$ cat src/aps_pkg.sv
// Shared types, codes and the command-burst beat table of the ATA PIO read sequencer.
// Depends on nothing; every other file of the block except aps_fifo imports it.
`default_nettype none

package aps_pkg;

  // Field widths
  localparam int unsigned LBA_W   = 48;
  localparam int unsigned CNT_W   = 14;
  localparam int unsigned WORD_W  = 16;
  localparam int unsigned CHUNK_W = 16;
  localparam int unsigned WC_W    = 9;

  localparam int unsigned WORDS_PER_SECTOR = 256;

  // Result kinds
  localparam logic [2:0] KIND_WRITE = 3'd0;
  localparam logic [2:0] KIND_READ  = 3'd1;
  localparam logic [2:0] KIND_DATA  = 3'd2;
  localparam logic [2:0] KIND_OK    = 3'd3;
  localparam logic [2:0] KIND_ERR   = 3'd4;

  // Command block register offsets
  localparam logic [2:0] OFF_DATA     = 3'd0;
  localparam logic [2:0] OFF_SECCOUNT = 3'd2;
  localparam logic [2:0] OFF_LBA0     = 3'd3;
  localparam logic [2:0] OFF_LBA1     = 3'd4;
  localparam logic [2:0] OFF_LBA2     = 3'd5;
  localparam logic [2:0] OFF_DEVSEL   = 3'd6;
  localparam logic [2:0] OFF_CMD      = 3'd7;

  // Job actions passed from front to back
  localparam logic [2:0] ACT_NONE    = 3'd0;
  localparam logic [2:0] ACT_RD_CMD  = 3'd1;
  localparam logic [2:0] ACT_RD_DATA = 3'd2;
  localparam logic [2:0] ACT_OK      = 3'd3;
  localparam logic [2:0] ACT_ERR     = 3'd4;
  localparam logic [2:0] ACT_CHUNK   = 3'd5;

  // Configuration register indexes
  localparam logic [1:0] CFG_LONG_MODE = 2'd0;
  localparam logic [1:0] CFG_DRIVE     = 2'd1;
  localparam logic [1:0] CFG_IO_BASE   = 2'd2;

  localparam logic [15:0] IO_BASE_RST = 16'h01F0;

  // Device and command bytes
  localparam logic [7:0] DEV_BASE   = 8'hE0;
  localparam logic [7:0] CMD_READ28 = 8'h20;
  localparam logic [7:0] CMD_READ48 = 8'h24;

  localparam int unsigned CHUNK_LIMIT28 = 255;
  localparam int unsigned CHUNK_LIMIT48 = 65535;

  // Status bits
  localparam logic [7:0] ST_FAULT_MASK = 8'h21;
  localparam logic [7:0] ST_BSY        = 8'h80;
  localparam logic [7:0] ST_DRQ        = 8'h08;

  // Beats per command burst, closing status read included
  localparam logic [3:0] BURST_BEATS28 = 4'd7;
  localparam logic [3:0] BURST_BEATS48 = 4'd11;

  typedef struct packed {
    logic              operation;
    logic [LBA_W-1:0]  start_lba;
    logic [CNT_W-1:0]  sector_count;
    logic [WORD_W-1:0] read_data;
  } in_item_t;

  typedef struct packed {
    logic [2:0]        kind;
    logic [15:0]       bus_address;
    logic [7:0]        write_byte;
    logic [WORD_W-1:0] data_word;
    logic              last;
  } res_t;

  typedef struct packed {
    logic               has_data;
    logic [WORD_W-1:0]  data;
    logic [2:0]         act;
    logic               long_mode;
    logic               drive;
    logic [CHUNK_W-1:0] chunk;
    logic [LBA_W-1:0]   lba;
  } job_t;

  typedef struct packed {
    logic       is_read;
    logic [2:0] off;
    logic [7:0] wbyte;
  } beat_t;

  // One beat of a chunk's command burst
  function automatic beat_t chunk_beat(input logic               long_mode,
                                       input logic               drive,
                                       input logic [CHUNK_W-1:0] chunk,
                                       input logic [LBA_W-1:0]   lba,
                                       input logic [3:0]         idx);
    beat_t      b;
    logic [7:0] dev;
    dev       = DEV_BASE | {3'b000, drive, 4'b0000};
    b.is_read = 1'b0;
    b.off     = OFF_CMD;
    b.wbyte   = 8'h00;
    if (long_mode) begin
      case (idx)
        4'd0: begin b.off = OFF_DEVSEL;   b.wbyte = dev;           end
        4'd1: begin b.off = OFF_SECCOUNT; b.wbyte = chunk[15:8];   end
        4'd2: begin b.off = OFF_SECCOUNT; b.wbyte = chunk[7:0];    end
        4'd3: begin b.off = OFF_LBA0;     b.wbyte = lba[31:24];    end
        4'd4: begin b.off = OFF_LBA0;     b.wbyte = lba[7:0];      end
        4'd5: begin b.off = OFF_LBA1;     b.wbyte = lba[39:32];    end
        4'd6: begin b.off = OFF_LBA1;     b.wbyte = lba[15:8];     end
        4'd7: begin b.off = OFF_LBA2;     b.wbyte = lba[47:40];    end
        4'd8: begin b.off = OFF_LBA2;     b.wbyte = lba[23:16];    end
        4'd9: begin b.off = OFF_CMD;      b.wbyte = CMD_READ48;    end
        default: begin b.is_read = 1'b1; b.off = OFF_CMD;         end
      endcase
    end else begin
      case (idx)
        4'd0: begin b.off = OFF_DEVSEL;   b.wbyte = dev | {4'h0, lba[27:24]}; end
        4'd1: begin b.off = OFF_SECCOUNT; b.wbyte = chunk[7:0];               end
        4'd2: begin b.off = OFF_LBA0;     b.wbyte = lba[7:0];                 end
        4'd3: begin b.off = OFF_LBA1;     b.wbyte = lba[15:8];                end
        4'd4: begin b.off = OFF_LBA2;     b.wbyte = lba[23:16];               end
        4'd5: begin b.off = OFF_CMD;      b.wbyte = CMD_READ28;               end
        default: begin b.is_read = 1'b1; b.off = OFF_CMD;                    end
      endcase
    end
    return b;
  endfunction

endpackage

`default_nettype wire

$ cat src/aps_fifo.sv
// Small register queue used for the job queue and the result queue.
// Depends on nothing; data travels as a plain vector.
`default_nettype none

module aps_fifo #(
  parameter int unsigned WIDTH = 8,
  parameter int unsigned DEPTH = 2
) (
  input  wire logic             clk_i,
  input  wire logic             rst_ni,
  input  wire logic             push_i,
  input  wire logic [WIDTH-1:0] wdata_i,
  output logic                  full_o,
  input  wire logic             pop_i,
  output logic [WIDTH-1:0]      rdata_o,
  output logic                  empty_o
);

  localparam int unsigned PW = (DEPTH > 1) ? $clog2(DEPTH) : 1;
  localparam int unsigned CW = $clog2(DEPTH + 1);

  logic [WIDTH-1:0] mem_q [DEPTH];
  logic [PW-1:0]    wr_ptr_q, wr_ptr_d, rd_ptr_q, rd_ptr_d;
  logic [CW-1:0]    count_q, count_d;
  logic             do_push, do_pop;

  assign full_o  = (count_q == CW'(DEPTH));
  assign empty_o = (count_q == '0);
  assign do_push = push_i && !full_o;
  assign do_pop  = pop_i && !empty_o;
  assign rdata_o = mem_q[rd_ptr_q];

  // Advance pointers with wrap at the depth
  always_comb begin
    wr_ptr_d = wr_ptr_q;
    rd_ptr_d = rd_ptr_q;
    count_d  = count_q;
    if (do_push) begin
      wr_ptr_d = (wr_ptr_q == PW'(DEPTH - 1)) ? '0 : wr_ptr_q + PW'(1);
    end
    if (do_pop) begin
      rd_ptr_d = (rd_ptr_q == PW'(DEPTH - 1)) ? '0 : rd_ptr_q + PW'(1);
    end
    if (do_push && !do_pop) begin
      count_d = count_q + CW'(1);
    end else if (do_pop && !do_push) begin
      count_d = count_q - CW'(1);
    end
  end

  always_ff @(posedge clk_i or negedge rst_ni) begin
    if (!rst_ni) begin
      wr_ptr_q <= '0;
      rd_ptr_q <= '0;
      count_q  <= '0;
    end else begin
      wr_ptr_q <= wr_ptr_d;
      rd_ptr_q <= rd_ptr_d;
      count_q  <= count_d;
    end
  end

  // Store the incoming beat
  always_ff @(posedge clk_i) begin
    if (do_push) begin
      mem_q[wr_ptr_q] <= wdata_i;
    end
  end

endmodule

`default_nettype wire

$ cat src/aps_front.sv
// Front end: accepts start and response items, tracks the transfer and emits at most one job each.
// Depends on aps_pkg for the item and job types and the action codes.
`default_nettype none

module aps_front #(
  parameter int unsigned MAX_SECTORS = 8192
) (
  input  wire logic              clk_i,
  input  wire logic              rst_ni,
  input  wire logic              accept_i,
  input  wire aps_pkg::in_item_t item_i,
  input  wire logic              long_mode_i,
  input  wire logic              drive_i,
  output aps_pkg::job_t          job_o,
  output logic                   job_push_o
);
  import aps_pkg::*;

  localparam int unsigned RW = $clog2(MAX_SECTORS + 1);

  localparam logic [1:0] PH_IDLE  = 2'd0;
  localparam logic [1:0] PH_DUMMY = 2'd1;
  localparam logic [1:0] PH_POLL  = 2'd2;
  localparam logic [1:0] PH_DATA  = 2'd3;

  localparam logic [1:0]      DUMMY_READS = 2'd3;
  localparam logic [WC_W-1:0] WORDS_END   = WC_W'(WORDS_PER_SECTOR);

  logic [1:0]         phase_q, phase_d;
  logic [LBA_W-1:0]   blk_q, blk_d;
  logic [RW-1:0]      rem_q, rem_d;
  logic [CHUNK_W-1:0] cl_q, cl_d;
  logic [WC_W-1:0]    word_q, word_d;
  logic [1:0]         dummy_q, dummy_d;

  logic [31:0]        cnt32, sat32, rem32, lim32, chunk32;
  logic [RW-1:0]      sat_cnt, rem_dec, chunk_rem;
  logic [CHUNK_W-1:0] cl_dec;
  logic [WC_W-1:0]    word_inc;
  logic [1:0]         dummy_inc;
  logic [LBA_W-1:0]   chunk_lba, blk_inc;
  logic [7:0]         status;
  logic               issue;
  job_t               job;

  // Saturate the requested count
  assign cnt32   = 32'(item_i.sector_count);
  assign sat32   = (cnt32 > 32'(MAX_SECTORS)) ? 32'(MAX_SECTORS) : cnt32;
  assign sat_cnt = sat32[RW-1:0];

  assign status    = item_i.read_data[7:0];
  assign word_inc  = word_q + WC_W'(1);
  assign dummy_inc = dummy_q + 2'd1;
  assign blk_inc   = blk_q + LBA_W'(1);
  assign rem_dec   = (rem_q != '0) ? rem_q - RW'(1) : rem_q;
  assign cl_dec    = (cl_q != '0) ? cl_q - CHUNK_W'(1) : cl_q;

  // Chunk size for a new command burst
  assign rem32   = 32'(chunk_rem);
  assign lim32   = long_mode_i ? 32'(CHUNK_LIMIT48) : 32'(CHUNK_LIMIT28);
  assign chunk32 = (rem32 > lim32) ? lim32 : rem32;

  // Classify the item and step the transfer state
  always_comb begin
    phase_d   = phase_q;
    blk_d     = blk_q;
    rem_d     = rem_q;
    cl_d      = cl_q;
    word_d    = word_q;
    dummy_d   = dummy_q;
    issue     = 1'b0;
    chunk_rem = rem_q;
    chunk_lba = blk_q;
    job       = '0;
    job.act   = ACT_NONE;
    if (accept_i) begin
      if (!item_i.operation) begin
        blk_d   = item_i.start_lba;
        rem_d   = sat_cnt;
        cl_d    = '0;
        word_d  = '0;
        dummy_d = '0;
        if (sat_cnt == '0) begin
          phase_d = PH_IDLE;
          job.act = ACT_OK;
        end else begin
          issue     = 1'b1;
          chunk_rem = sat_cnt;
          chunk_lba = item_i.start_lba;
        end
      end else begin
        case (phase_q)
          PH_DUMMY: begin
            dummy_d = dummy_inc;
            if (dummy_inc == DUMMY_READS) begin
              phase_d = PH_POLL;
            end
            job.act = ACT_RD_CMD;
          end
          PH_POLL: begin
            if ((status & ST_FAULT_MASK) != 8'h00) begin
              phase_d = PH_IDLE;
              job.act = ACT_ERR;
            end else if ((status & ST_BSY) == 8'h00 && (status & ST_DRQ) != 8'h00) begin
              phase_d = PH_DATA;
              word_d  = '0;
              job.act = ACT_RD_DATA;
            end else begin
              job.act = ACT_RD_CMD;
            end
          end
          PH_DATA: begin
            job.has_data = 1'b1;
            job.data     = item_i.read_data;
            if (word_inc != WORDS_END) begin
              word_d  = word_inc;
              job.act = ACT_RD_DATA;
            end else begin
              word_d = '0;
              blk_d  = blk_inc;
              rem_d  = rem_dec;
              cl_d   = cl_dec;
              if (cl_dec != '0) begin
                dummy_d = '0;
                phase_d = PH_DUMMY;
                job.act = ACT_RD_CMD;
              end else if (rem_dec != '0) begin
                issue     = 1'b1;
                chunk_rem = rem_dec;
                chunk_lba = blk_inc;
              end else begin
                phase_d = PH_IDLE;
                job.act = ACT_OK;
              end
            end
          end
          default: begin
          end
        endcase
      end
      if (issue) begin
        cl_d          = chunk32[CHUNK_W-1:0];
        dummy_d       = '0;
        phase_d       = PH_DUMMY;
        job.act       = ACT_CHUNK;
        job.long_mode = long_mode_i;
        job.drive     = drive_i;
        job.chunk     = chunk32[CHUNK_W-1:0];
        job.lba       = chunk_lba;
      end
    end
  end

  assign job_o      = job;
  assign job_push_o = accept_i && (job.act != ACT_NONE);

  always_ff @(posedge clk_i or negedge rst_ni) begin
    if (!rst_ni) begin
      phase_q <= PH_IDLE;
      blk_q   <= '0;
      rem_q   <= '0;
      cl_q    <= '0;
      word_q  <= '0;
      dummy_q <= '0;
    end else begin
      phase_q <= phase_d;
      blk_q   <= blk_d;
      rem_q   <= rem_d;
      cl_q    <= cl_d;
      word_q  <= word_d;
      dummy_q <= dummy_d;
    end
  end

endmodule

`default_nettype wire

$ cat src/aps_back.sv
// Back end: expands each job into result beats, one a cycle while the result queue has room.
// Depends on aps_pkg for job and result types and on aps_fifo.
`default_nettype none

module aps_back (
  input  wire logic           clk_i,
  input  wire logic           rst_ni,
  input  wire aps_pkg::job_t  job_i,
  input  wire logic           job_valid_i,
  output logic                job_pop_o,
  input  wire logic [15:0]    io_base_i,
  output aps_pkg::res_t       res_o,
  output logic                empty_o,
  input  wire logic           pop_i
);
  import aps_pkg::*;

  logic [3:0] step_q, step_d;
  logic [3:0] n_act, total, act_idx;
  logic       is_last, gen, ofifo_full;
  beat_t      cb;
  res_t       beat;

  // Work out the current beat of the head job
  always_comb begin
    case (job_i.act)
      ACT_NONE:  n_act = 4'd0;
      ACT_CHUNK: n_act = job_i.long_mode ? BURST_BEATS48 : BURST_BEATS28;
      default:   n_act = 4'd1;
    endcase
    total   = {3'b000, job_i.has_data} + n_act;
    is_last = (step_q == total - 4'd1);
    act_idx = step_q - {3'b000, job_i.has_data};
    cb      = chunk_beat(job_i.long_mode, job_i.drive, job_i.chunk, job_i.lba, act_idx);
    beat    = '0;
    if (job_i.has_data && step_q == 4'd0) begin
      beat.kind      = KIND_DATA;
      beat.data_word = job_i.data;
    end else begin
      case (job_i.act)
        ACT_RD_CMD: begin
          beat.kind        = KIND_READ;
          beat.bus_address = io_base_i + {13'd0, OFF_CMD};
        end
        ACT_RD_DATA: begin
          beat.kind        = KIND_READ;
          beat.bus_address = io_base_i + {13'd0, OFF_DATA};
        end
        ACT_OK:  beat.kind = KIND_OK;
        ACT_ERR: beat.kind = KIND_ERR;
        ACT_CHUNK: begin
          beat.kind        = cb.is_read ? KIND_READ : KIND_WRITE;
          beat.bus_address = io_base_i + {13'd0, cb.off};
          beat.write_byte  = cb.wbyte;
        end
        default: begin
        end
      endcase
    end
    beat.last = is_last;
  end

  assign gen       = job_valid_i && !ofifo_full;
  assign job_pop_o = gen && is_last;
  assign step_d    = gen ? (is_last ? 4'd0 : step_q + 4'd1) : step_q;

  always_ff @(posedge clk_i or negedge rst_ni) begin
    if (!rst_ni) begin
      step_q <= '0;
    end else begin
      step_q <= step_d;
    end
  end

  // Hold finished beats until the consumer takes them
  aps_fifo #(
    .WIDTH ($bits(res_t)),
    .DEPTH (2)
  ) u_res_fifo (
    .clk_i   (clk_i),
    .rst_ni  (rst_ni),
    .push_i  (gen),
    .wdata_i (beat),
    .full_o  (ofifo_full),
    .pop_i   (pop_i),
    .rdata_o (res_o),
    .empty_o (empty_o)
  );

endmodule

`default_nettype wire

$ cat src/ata_pio_read_sequencer.sv
// ATA PIO read sequencer, 28/48-bit LBA. A command burst leaves at one beat per cycle while the
// result queue has room (7 or 11 beats, after a data beat when a sector's last word starts it);
// other items yield one or two beats, a response while idle none. Items are taken every cycle
// while the job queue has room; the back end's one-beat-per-cycle expansion sets the sustained
// rate. Reset clears the queues, returns the transfer to idle and loads the registers with
// 28-bit mode, master drive and base 0x1F0.
`default_nettype none

module ata_pio_read_sequencer #(
  parameter int unsigned MAX_SECTORS = 8192,
  parameter int unsigned JOB_DEPTH   = 2
) (
  input  wire logic              clk_i,
  input  wire logic              rst_ni,
  input  wire logic              push,
  output logic                   full,
  input  wire aps_pkg::in_item_t in_item_i,
  output logic                   empty,
  input  wire logic              pop,
  output aps_pkg::res_t          res_o,
  input  wire logic              cfg_valid_i,
  output logic                   cfg_ready_o,
  input  wire logic [1:0]        cfg_index_i,
  input  wire logic [15:0]       cfg_data_i
);
  import aps_pkg::*;

  logic        long_mode_q, drive_q;
  logic [15:0] io_base_q;
  logic        accept, job_push, job_pop, job_full, job_empty;
  job_t        job_in, job_out;

  // Configuration writes are always taken
  assign cfg_ready_o = 1'b1;

  always_ff @(posedge clk_i or negedge rst_ni) begin
    if (!rst_ni) begin
      long_mode_q <= 1'b0;
      drive_q     <= 1'b0;
      io_base_q   <= IO_BASE_RST;
    end else if (cfg_valid_i) begin
      case (cfg_index_i)
        CFG_LONG_MODE: long_mode_q <= cfg_data_i[0];
        CFG_DRIVE:     drive_q     <= cfg_data_i[0];
        CFG_IO_BASE:   io_base_q   <= cfg_data_i;
        default: begin
        end
      endcase
    end
  end

  assign full   = job_full;
  assign accept = push && !job_full;

  aps_front #(
    .MAX_SECTORS (MAX_SECTORS)
  ) u_front (
    .clk_i       (clk_i),
    .rst_ni      (rst_ni),
    .accept_i    (accept),
    .item_i      (in_item_i),
    .long_mode_i (long_mode_q),
    .drive_i     (drive_q),
    .job_o       (job_in),
    .job_push_o  (job_push)
  );

  // Decouple classification from beat generation
  aps_fifo #(
    .WIDTH ($bits(job_t)),
    .DEPTH (JOB_DEPTH)
  ) u_job_fifo (
    .clk_i   (clk_i),
    .rst_ni  (rst_ni),
    .push_i  (job_push),
    .wdata_i (job_in),
    .full_o  (job_full),
    .pop_i   (job_pop),
    .rdata_o (job_out),
    .empty_o (job_empty)
  );

  aps_back u_back (
    .clk_i       (clk_i),
    .rst_ni      (rst_ni),
    .job_i       (job_out),
    .job_valid_i (!job_empty),
    .job_pop_o   (job_pop),
    .io_base_i   (io_base_q),
    .res_o       (res_o),
    .empty_o     (empty),
    .pop_i       (pop)
  );

endmodule

`default_nettype wire

$ cat config.mk
export PLATFORM = sky130hd
export DESIGN_NAME = ata_pio_read_sequencer
export DESIGN_NICKNAME = d
export VERILOG_FILES = /design/src/aps_pkg.sv /design/src/aps_fifo.sv /design/src/aps_front.sv /design/src/aps_back.sv /design/src/ata_pio_read_sequencer.sv
export SDC_FILE = /design/constraint.sdc
export NUM_CORES = 1
export LEC_CHECK = 0
export ABC_CLOCK_PERIOD_IN_PS = 9800
export BUFFER_PORTS_ARGS = -buffer_cell sky130_fd_sc_hd__buf_2
export CORE_MARGIN = 1
export CORE_UTILIZATION = 57
export CTS_CLUSTER_DIAMETER = 200
export CTS_CLUSTER_SIZE = 10
export DETAILED_ROUTE_END_ITERATION = 7
export GPL_TIMING_DRIVEN = 0
export PLACE_DENSITY = 0.76
export SLEW_MARGIN = 10
export SYNTH_ARGS = -nofsm -noshare
export SYNTH_HDL_FRONTEND = slang
export SYNTH_SLANG_ARGS = --single-unit
$ cat constraint.sdc
create_clock -name clk_i -period 9.8 [get_ports clk_i]
set_input_delay 0.49 -clock clk_i [delete_from_list [all_inputs] [get_ports clk_i]]
set_output_delay 0.49 -clock clk_i [all_outputs]
set_load 0.01 [all_outputs]
# Word level (Yosys, flattened, before mapping)
# Memory sizes are Yosys's and may differ from the RTL's.
# Cells that the tools add are included.
# totals
reg_bits	121
ram_bits	260
inputBits	102
output_inout_bits	47
wordCells	228
mem_count	2
# op_classes
add_sub_neg	19
n_lt_le_gt_ge	2
eq_ne	38
n_mux	96
n_bitwise	1
n_reduce_logical	54
# memory_table
memory	depth	word_bits	rd	rd_clocked_by_memory_dff	write_ports	line_no	text
u_job_fifo.mem_q	2	86	1	0	1	aps_fifo.sv:22	logic [WIDTH-1:0] mem_q [DEPTH];
u_back.u_res_fifo.mem_q	2	44	1	0	1	aps_fifo.sv:22	
# ops
operator	n
48-bit 2-to-1 mux	9
14-bit 2-to-1 mux	12
16-bit 2-to-1 mux	8
86-bit 2-to-1 mux	1
8-bit case mux with 10 select lines	1
69-bit 2-to-1 mux	1
48-bit by 1-bit adder with 48-bit output (second input constant)	1
16-bit case mux with 3 select lines	1
8-bit case mux with 6 select lines	1
2-bit 2-to-1 mux	21
9-bit 2-to-1 mux	4
17-bit 2-to-1 mux	2
14-bit by 32-bit > comparator with 1-bit output	1
16-bit nonzero test	2
3-bit case mux with 5 select lines	2
14-bit nonzero test	2
24-bit 2-to-1 mux	1
1-bit 2-to-1 mux	18
9-bit case mux with 2 select lines	1
16-bit by 3-bit adder with 16-bit output	1
16-bit by 3-bit adder with 16-bit output (second input constant)	1
4-bit by 3-bit == test with 1-bit output (second input constant)	4
16-bit by 1-bit subtractor with 16-bit output (second input constant)	1
14-bit > comparator (second input constant)	1
other kinds (57)	113

# Longest topological paths before layout
# Gate-level depths: netlist (run 1).
# depth
ltp_word	20
mapped_depth	26
ltp_nobuf	23

# Hierarchy
# Synthesis (run 1) repeated with hierarchy kept, for this count alone.
# hier_totals
hier_cells	2118
hier_area_um2	22220.1
# modules_own_cells
mod	instances	cells_per_inst	area_per_inst_um2	seq_area_each_um2
aps_front	1	1284	8844.7	2277.2
aps_fifo (u_job_fifo)	1	287	6523.8	5265.0
aps_fifo (u_back.u_res_fifo)	1	156	3572.2	2742.6
aps_back	1	347	2514.9	100.1
ata_pio_read_sequencer	1	44	764.5	456.7

# Worst setup path after synthesis (run 1)
# Ideal clock, no wire load.
# synth_path
path_kind	reg2reg
start	register u_front.rem_q[0]
end	memory u_job_fifo.mem_q[0][0] (netlist bit) (enable)
setup_time_ps	539
arrival_ps	6918
required_time_ps	9261
setup_slack_ps	2342
path_stages_with_launch	14
n_path_buf	1
synth_period_minus_slack_ps	7458
path_cell_list	dfrtp_1 > clkbuf_1 > inv_1 > ha_1 > or4b_1 > or4_4 > nor3b_4 > a2111oi_4 > nand4_2 > o21a_1 > nand2_1 > a31oi_1 > a31oi_1 > nor2b_1
# synth_via
elab_chain_len	16
elab_cells_between_ends	22
cone_classes	1 x add/sub; 16 x mux; 5 x reduce/logical
# synth_rtl
item	line_no	text
start: declaration	aps_front.sv:31	logic [RW-1:0] rem_q, rem_d;
start signal: assignment	aps_front.sv:168	rem_q <= rem_d;
14-bit by 1-bit subtractor with 14-bit output / 14-bit nonzero test (equally long branches)	aps_front.sv:55	assign rem_dec = (rem_q != '0) ? rem_q - RW'(1) : rem_q;
14-bit 2-to-1 mux (*)	aps_front.sv:55	
14-bit nonzero test (*)	aps_front.sv:127	end else if (rem_dec != '0) begin
1-bit 2-to-1 mux	aps_front.sv:127	
1-bit 2-to-1 mux	aps_front.sv:123	if (cl_dec != '0) begin
1-bit 2-to-1 mux	aps_front.sv:115	if (word_inc != WORDS_END) begin
1-bit 2-to-1 mux	aps_front.sv:92	case (phase_q)
1-bit 2-to-1 mux	aps_front.sv:77	if (!item_i.operation) begin
1-bit 2-to-1 mux	aps_front.sv:76	if (accept_i) begin
69-bit 2-to-1 mux (*)	aps_front.sv:141	if (issue) begin
86-bit 2-to-1 mux (*)	aps_front.sv:76	
3-bit nonzero test (*)	aps_front.sv:155	assign job_push_o = accept_i && (job.act != ACT_NONE);
1-bit logical AND (*)	aps_front.sv:155	
1-bit logical AND (*)	aps_fifo.sv:29	assign do_push = push_i && !full_o;
via u_job_fifo.do_push	aps_fifo.sv:25	logic do_push, do_pop;
1-bit 2-to-1 mux (*)	aps_fifo.sv:65	if (do_push) begin
1-bit 2-to-1 mux (not written as such) (*)	aps_fifo.sv:66	mem_q[wr_ptr_q] <= wdata_i;
end: declaration	aps_fifo.sv:22	
# Mark *: on every way through the listed nets, which the timed path passes. The rest lies on a longest branch. The select of a mux whose other input is x is not followed.

# Worst setup path in the final report (run 1)
# layout_path
start	register u_front.rem_q[0]
end	register u_front.cl_q[6]
# layout_via
elab_chain_len	12
elab_cells_between_ends	23
cone_classes	1 x add/sub; 1 x order compare; 2 x eq/ne; 16 x mux; 3 x reduce/logical
# layout_rtl
item	line_no	text
14-bit by 1-bit subtractor with 14-bit output / 14-bit nonzero test (equally long branches)	aps_front.sv:55	
14-bit 2-to-1 mux	aps_front.sv:55	
14-bit nonzero test	aps_front.sv:127	
14-bit 2-to-1 mux	aps_front.sv:127	
14-bit 2-to-1 mux	aps_front.sv:123	
14-bit 2-to-1 mux	aps_front.sv:115	
14-bit 2-to-1 mux	aps_front.sv:92	
14-bit 2-to-1 mux	aps_front.sv:77	
14-bit 2-to-1 mux	aps_front.sv:76	
14-bit by 32-bit > comparator with 1-bit output	aps_front.sv:61	assign chunk32 = (rem32 > lim32) ? lim32 : rem32;
16-bit 2-to-1 mux	aps_front.sv:61	
16-bit 2-to-1 mux	aps_front.sv:141	
end signal: assignment	aps_front.sv:169	cl_q <= cl_d;
end: declaration	aps_front.sv:32	logic [CHUNK_W-1:0] cl_q, cl_d;
# Several ways; a longest one is shown, not always the timed one. The select of a mux whose other input is x is not followed.
# A chain may end at the register's enable or synchronous reset.

==> results.tsv, run 1 <==
metric	value	unit
CTS Hold Bufs	1	
area of the core	0.0368	mm2
setup_tns	0	ns
Switching Fraction	0.414	
drt first pass iters	8	
io pins	149	
fin crit period	6.47	ns
Seq/Total Area, Yosys	0.504	
hold path cells	3	
switching power	3.20	mW
H-tree levels	2	
Area contributors post-synth	edfxtp_1, dfrtp_1, mux2_2	
initial antenna violation count	0	
endpoints failing hold	0	
width of the chip	196	um
first-pass GRT wire length	105	mm
largest net degree at the start of global routing	64	
PD cells	320	mW/mm2
slowest stage cell on the critical path	or4b_1	
post-synthesis cell type count	95	
initial drt markers	2157	
Crit path required time	10.26	ns
most common cell in the synthesized netlist	edfxtp_1	
Pleak	9.00	nW
CTS Sinks	379	
post-CTS sizing	0	
Avg Cell Area, Syn	10.4	um2
CTS root buffer	clkbuf_16	
vias in the first global route	17600	
result of the run	finished clean	
CTS max path bufs	3	
die area	0.0383	mm2
Clock transition at path regs	0.06	ns
crit path kind	flop to flop	
Vias per Instance	6.69	
Final Wtd Congestion	0.993	
largest area contributor in the netlist	edfxtp_1	
DRC	0	
DP HPWL	50.6	mm
Slew headroom	0.255	
Post-synth ARST share	0.319	
Hold Path Class	input port to flop	
fin crit share	0.660	
Initial Util	0.581	
grt ovf	0	
CTS tree	built	
register bit total from synthesis	379	
Total Nets Final	2388	
Internal	4.53	mW
Mapped Cells	2063	
Post-Syn Area	0.0214	mm2
max incr delay on CP	0.51	ns
Total GRT Usage	0.365	
CP Capture Type	flop	
Flop pwr share	0.350	
startpoint class of the critical path	flop	
clock buffer count from CTS	43	
worst reg-to-reg path cell count	26	
via count of the routed design	18500	
f_max	155	MHz
Post-synth top cells	edfxtp_1, nand2_1, o21ai_0, nor2_1, a21oi_1	
Power Total	7.72	mW
number of flops mapped to enable cells by yosys	258	
Slew Limit Fails	0	
share of the synthesized area in the top cell type	0.362	
row cnt	70	
share of cells above drive strength 1	0.155	
Least-Margin Pin Slew	1.11	ns
Die Ht	196	um
Comb power frac	0.460	
Hold WS	0.141	ns
reported max-cap violation count	0	
n_diodes	0	
Util after Layout	0.656	
Detailed Route WL	70.0	mm
Worst-Skew Late Latency	0.59	ns
Synth-to-Final Area Change	12.9	%
Clk pwr share	0.190	
Antenna Nets Post-Route	0	
PortBufs	145	
crit path DAT	6.93	ns
WL/cell	25.4	um
peak supply drop	149	uV
final setup violation count	0	
Syn. warnings	0	
Post-CTS Setup Inserts	0	
RSZ-0062 raised after global routing	no	
prevailing post-synth register cell	edfxtp_1	
crit path max fanout	10	
clk_skew	0.0283	ns
-- placed cells by master, fill, tap and decap left out, types with 17 or more instances in the layout --
master       n
ha_1        23
o21ai_0    168
xnor2_1     34
nor2_1     153
dfrtp_1    116
and3_1      29
clkbuf_16   43
buf_2      153
mux2i_1     78
o22ai_1     47
inv_1       40
edfxtp_1   258
and2_1      33
a22oi_1     51
nor2b_1     27
nor4_1      17
a31oi_1     19
xor2_1      36
a211oi_1    42
clkbuf_1   145
nand3_1     64
mux2_2      75
nand2_1    169
a21oi_1    119
nand4_1     25
nor3_1      39
a311oi_1    22
-- final cells by class --
| type | count | area [um2] |
|---|---|---|
| fill | 2948 | 12600 |
| sequential | 379 | 10800 |
| multi-input combinational | 1491 | 9780 |
| clock buffer | 73 | 1190 |
| timing repair buffer | 153 | 920 |
| buffer | 152 | 693 |
| tap | 468 | 586 |
| inverter | 42 | 158 |
| clock inverter | 2 | 28.8 |
-- worst max-delay path, delay by kind of cell, from the launching register on --
family | cells | cell delay (ns)
DFF | 1 | 0.37
buffers and inverters | 4 | 1.09
AOI/OAI and AO/OA | 10 | 1.84
and+or+nand+nor | 10 | 2.63
adders and majority gates | 2 | 0.41
-- per-stage QoR --
stage | instances | cell area (um2) | worst slack (ns)
after floorplan | 2064 | 21400 | 2.34
after global placement | 2677 | 22700 | -0.416
after detailed placement | 2684 | 22900 | 3.60
after CTS | 2760 | 24100 | 3.55
after global routing | 2760 | 24100 | 3.08
final | 2760 | 24100 | 3.33
-- path summary, 6_finish.rpt --
| kind | startpoint | endpoint | slack (ns) |
|---|---|---|---|
| worst min register to register | u_job_fifo.count_q[1]$_DFFE_PN0P_ | u_job_fifo.count_q[1]$_DFFE_PN0P_ | 0.50 |
| worst min-delay path | in_item_i[48] | u_front.blk_q[18]$_DFFE_PN0P_ | 0.14 |
| min in group asynchronous | rst_ni | u_front.blk_q[18]$_DFFE_PN0P_ | 0.48 |
| max in group asynchronous | rst_ni | u_front.word_q[3]$_DFFE_PN0P_ | 8.55 |
| worst max register to register | u_front.rem_q[0]$_DFFE_PN0P_ | u_front.cl_q[6]$_DFFE_PN0P_ | 3.33 |
| worst max-delay path | u_front.rem_q[0]$_DFFE_PN0P_ | u_front.cl_q[6]$_DFFE_PN0P_ | 3.33 |
-- flip-flops by register name, indices dropped and copies added (netlist names) --
name and cells:
u_job_fifo.count_q 2, u_back.u_res_fifo.mem_q 88, u_back.u_res_fifo.count_q 2, u_front.rem_q 14, u_front.dummy_q 2, u_front.word_q 9, u_front.phase_q 2, long_mode_q 1
u_front.cl_q 16, u_job_fifo.rd_ptr_q 1, u_back.u_res_fifo.rd_ptr_q 1, drive_q 1, u_back.step_q 4, u_back.u_res_fifo.wr_ptr_q 1, u_job_fifo.wr_ptr_q 1, u_job_fifo.mem_q 170
u_front.blk_q 48, io_base_q 16
-- power groups by stage --
stage | Combinational [mW] | Sequential, mW | Clock [mW]
global route | 3.82 | 2.75 | 1.53
floorplan | 2.41 | 2.65 | 0
detailed placement | 3.46 | 2.72 | 0
CTS | 3.49 | 2.69 | 1.47
finish | 3.55 | 2.71 | 1.47
global placement | 3.33 | 2.73 | 0
-- logic make-up after synthesis --
group                    count (synthesis)  synth area share
flip-flops                             379             0.504
multiplexers                           158            0.0813
XOR/XNOR                                70            0.0287
AO/OA/AOI/OAI                          597             0.181
AND/OR/NAND/NOR                        639             0.151
adder cells (fa/ha/maj)                 24            0.0144
other                                    2          0.000351
buffers and inverters                  194            0.0398
-- routing by layer --
metal	GRT usage	wire, um
met4	0.165	3450
met3	0.0712	7330
met2	0.574	31400
met5	0	0
met1	0.492	27800
Power figures use the tool's default switching activity.
==> inputs of run 2 (changes only) <==
ABC_CLOCK_PERIOD_IN_PS = 5410   (was 9800)
CORE_UTILIZATION = 55   (was 57)
PLACE_DENSITY = 0.77   (was 0.76)
clock period = 5.41 ns   (was 9.8 ns; I/O delays follow)
==> run 2 against run 1 <==
The run now ends with design-rule violations left. Sequential share of layout area down 2.4 points. Critical path type unchanged. Hold slack lost 0.13 ns. Register-to-register slack worse by 3.3 ns. Combinational power up 92%. Total power grew 87%. Maximum frequency rose by 21%. Global-route usage down 0.48 points. Highest routed layer unchanged. First-iteration DRC count rose by 6.2%. Via count grew 2.2%.
==> results.tsv, run 2 (synthesis results as in run 1) <==
metric	value	unit	change
largest net degree at the start of global routing	67		+4.7%
row cnt	71		+1.4%
Antenna Nets Post-Route	0		unchanged
Synth-to-Final Area Change	19.4	%	
commonest non-fill, non-tap cells in the layout	edfxtp_1, nand2_1, o21ai_0, buf_2, nor2_1		
Crit path required time	5.82	ns	-4.44 ns
PortBufs	145		unchanged
Die Ht	199	um	+1.8%
Initial Util	0.564		-0.0176
Total GRT Usage	0.360		-0.00477
Detailed Route WL	72.0	mm	+2.8%
WL/cell	24.7	um	-2.5%
Total Nets Final	2489		+4.2%
Largest register FFs	170		unchanged
RSZ-0062 raised after global routing	yes		
CTS tree	built		
Final Wtd Congestion	0.969		-2.5%
startpoint class of the critical path	flop		
most flop-heavy register	u_job_fifo.mem_q		
Pleak	9.58	nW	+6.4%
Filler Cell Count	2908		-1.4%
first-pass GRT wire length	106	mm	+0.76%
DP HPWL	51.0	mm	+0.88%
area of the core	0.0379	mm2	+3.1%
worst reg-to-reg path cell count	22		-15%
width of the chip	199	um	+1.8%
Slew headroom	0.220		-0.0350
final setup violation count	0		unchanged
via count of the routed design	18900		+2.2%
crit path kind	flop to flop		
result of the run	finished with violations		
fin crit period	5.33	ns	-1.14 ns
worst reg-to-reg setup slack	0.08	ns	-3.25 ns
CP Capture Type	flop		
failing checks	design-rule violations		
Least-Margin Pin Slew	1.16	ns	+0.0493 ns
endpoints failing hold	0		unchanged
DRC	1		+1
PD cells	564	mW/mm2	+76%
vias in the first global route	17800		+0.83%
hold path cells	3		unchanged
hold path start	in_item_i[68]		
Min-Delay Endpoint	u_front.blk_q[38]$_DFFE_PN0P_		
Util after Layout	0.673		+0.0171
initial antenna violation count	0		unchanged
f_max	188	MHz	+21%
share of cells above drive strength 1	0.188		+0.0329
crit path max fanout	7		-3
clock buffer count from CTS	43		unchanged
die area	0.0397	mm2	+3.6%
io pins	149		unchanged
commonest non-fill, non-tap cell in the layout	edfxtp_1		
Clock transition at path regs	0.07	ns	about the same
Worst-Skew Late Latency	0.59	ns	about the same
Reg-to-Reg Start	u_front.rem_q[1]$_DFFE_PN0P_		
Vias per Instance	6.49		-3.1%
drt first pass iters	8		unchanged
Power Total	14.4	mW	+87%
Reg-to-Reg End	u_job_fifo.mem_q[0][58]$_DFFE_PP_		
initial drt markers	2290		+6.2%
reported max-cap violation count	0		unchanged
crit path DAT	5.74	ns	-1.19 ns
CTS root buffer	clkbuf_16		
fin crit share	0.985		+0.325
peak supply drop	334	uV	+120%
CTS max path bufs	3		unchanged
CTS Sinks	379		unchanged
Top Registers	u_job_fifo.mem_q x170, u_back.u_res_fifo.mem_q x88, u_front.blk_q x48		
H-tree levels	2		unchanged
clk_skew	0.0248	ns	-0.00353 ns
Hold Path Class	input port to flop		
Slew Limit Fails	0		unchanged
grt ovf	0		unchanged
[run 2: cell count changes in the layout (fill, tap and decap cells not counted), sizes merged]
cell | previous run | this run
clkinv | 1 | 2
inv | 43 | 42
dlygate4sd3 | 1 | 61
clkbuf | 197 | 196
buf | 180 | 224
diode | 0 | 2
clkdlybuf4s15 | 0 | 1
[run 2: routing by layer]
metal	track usage	part of all wire
met1	0.477	0.39
met2	0.564	0.46
met3	0.0727	0.10
met4	0.174	0.048
met5	0	0
[run 2: area by class of cell]
type	instances	area, um2	share of cell area
Sequential cell	379	10800	0.422
Multi-Input combinational cell	1491	10100	0.395
Timing Repair Buffer	257	1870	0.0734
Clock buffer	76	1220	0.0478
Buffer	149	731	0.0286
Tap cell	511	639	0.0250
Inverter	42	163	0.00637
Clock inverter	2	25.0	0.000980
Antenna cell	2	5.00	0.000196
[run 2: worst max path at each step]
stage / startpoint / end / slack [ns] / cells past startpoint
3_5_place_dp: u_front.rem_q[0]$_DFFE_PN0P_ / u_job_fifo.mem_q[0][56]$_DFFE_PP_ / -0.97 / 24
5_1_grt: u_front.rem_q[0]$_DFFE_PN0P_ / u_front.cl_q[11]$_DFFE_PN0P_ / -0.07 / 24
2_1_floorplan: u_front.rem_q[0]$_DFFE_PN0P_ / u_job_fifo.mem_q[0][57]$_DFFE_PP_ / 0.48 / 23
6_report: u_front.rem_q[1]$_DFFE_PN0P_ / u_job_fifo.mem_q[0][58]$_DFFE_PP_ / 0.08 / 22
3_3_place_gp: u_front.cl_q[0]$_DFFE_PN0P_ / u_job_fifo.mem_q[0][30]$_DFFE_PP_ / -1.06 / 12
4_1_cts: u_front.cl_q[7]$_DFFE_PN0P_ / u_job_fifo.mem_q[0][23]$_DFFE_PP_ / 0.007 / 13
[run 2: power by group]
part | switching, mW | leakage, nW | internal [mW]
logic | 4.20 | 5.06 | 2.61
clock network | 1.18 | 0.591 | 1.52
registers | 0.588 | 3.93 | 4.33
[run 2: timing repair]
| action | CTS | global route |
|---|---|---|
| pin swaps | 10 | 32 |
| hold buffers | 61 | 0 |
| endpoints found under the hold margin | 123 | 0 |
| buffers inserted | 12 | 32 |
| gates resized for setup | 33 | 66 |
| endpoints found under the setup margin | 94 | 168 |
[run 2: stage by stage]
step	setup TNS [ns]	instances	hold WS (ns)	worst slack, ns	cell area (um2)
floorplan	0	2064	-0.0251	0.478	21400
global placement	-184.40	2720	0.481	-1.06	22800
detailed placement	-33.41	2727	0.316	-0.968	23000
CTS	0	2875	0.00161	0.00686	25000
global route	-0.369	2907	0.0174	-0.0651	25500
finish	0	2909	0.0139	0.0797	25500
[run 2: critical path: stages (launching register included)]
cell	delay [ns]
dfrtp_2	0.45
inv_1	0.13
ha_4	0.13
or4b_4	0.48
or4_4	0.46
nor3b_4	0.18
a2111oi_4	0.37
nand4_4	0.18
buf_4	0.18
buf_4	0.16
nand4_1	0.17
buf_4	0.15
o21ai_1	0.16
a21o_1	0.21
ha_1	0.29
nand2_1	0.11
nor3_4	0.19
nand3b_1	0.13
a221oi_2	0.31
o2111a_2	0.31
a21oi_4	0.09
buf_12	0.16
nor2_1	0.14
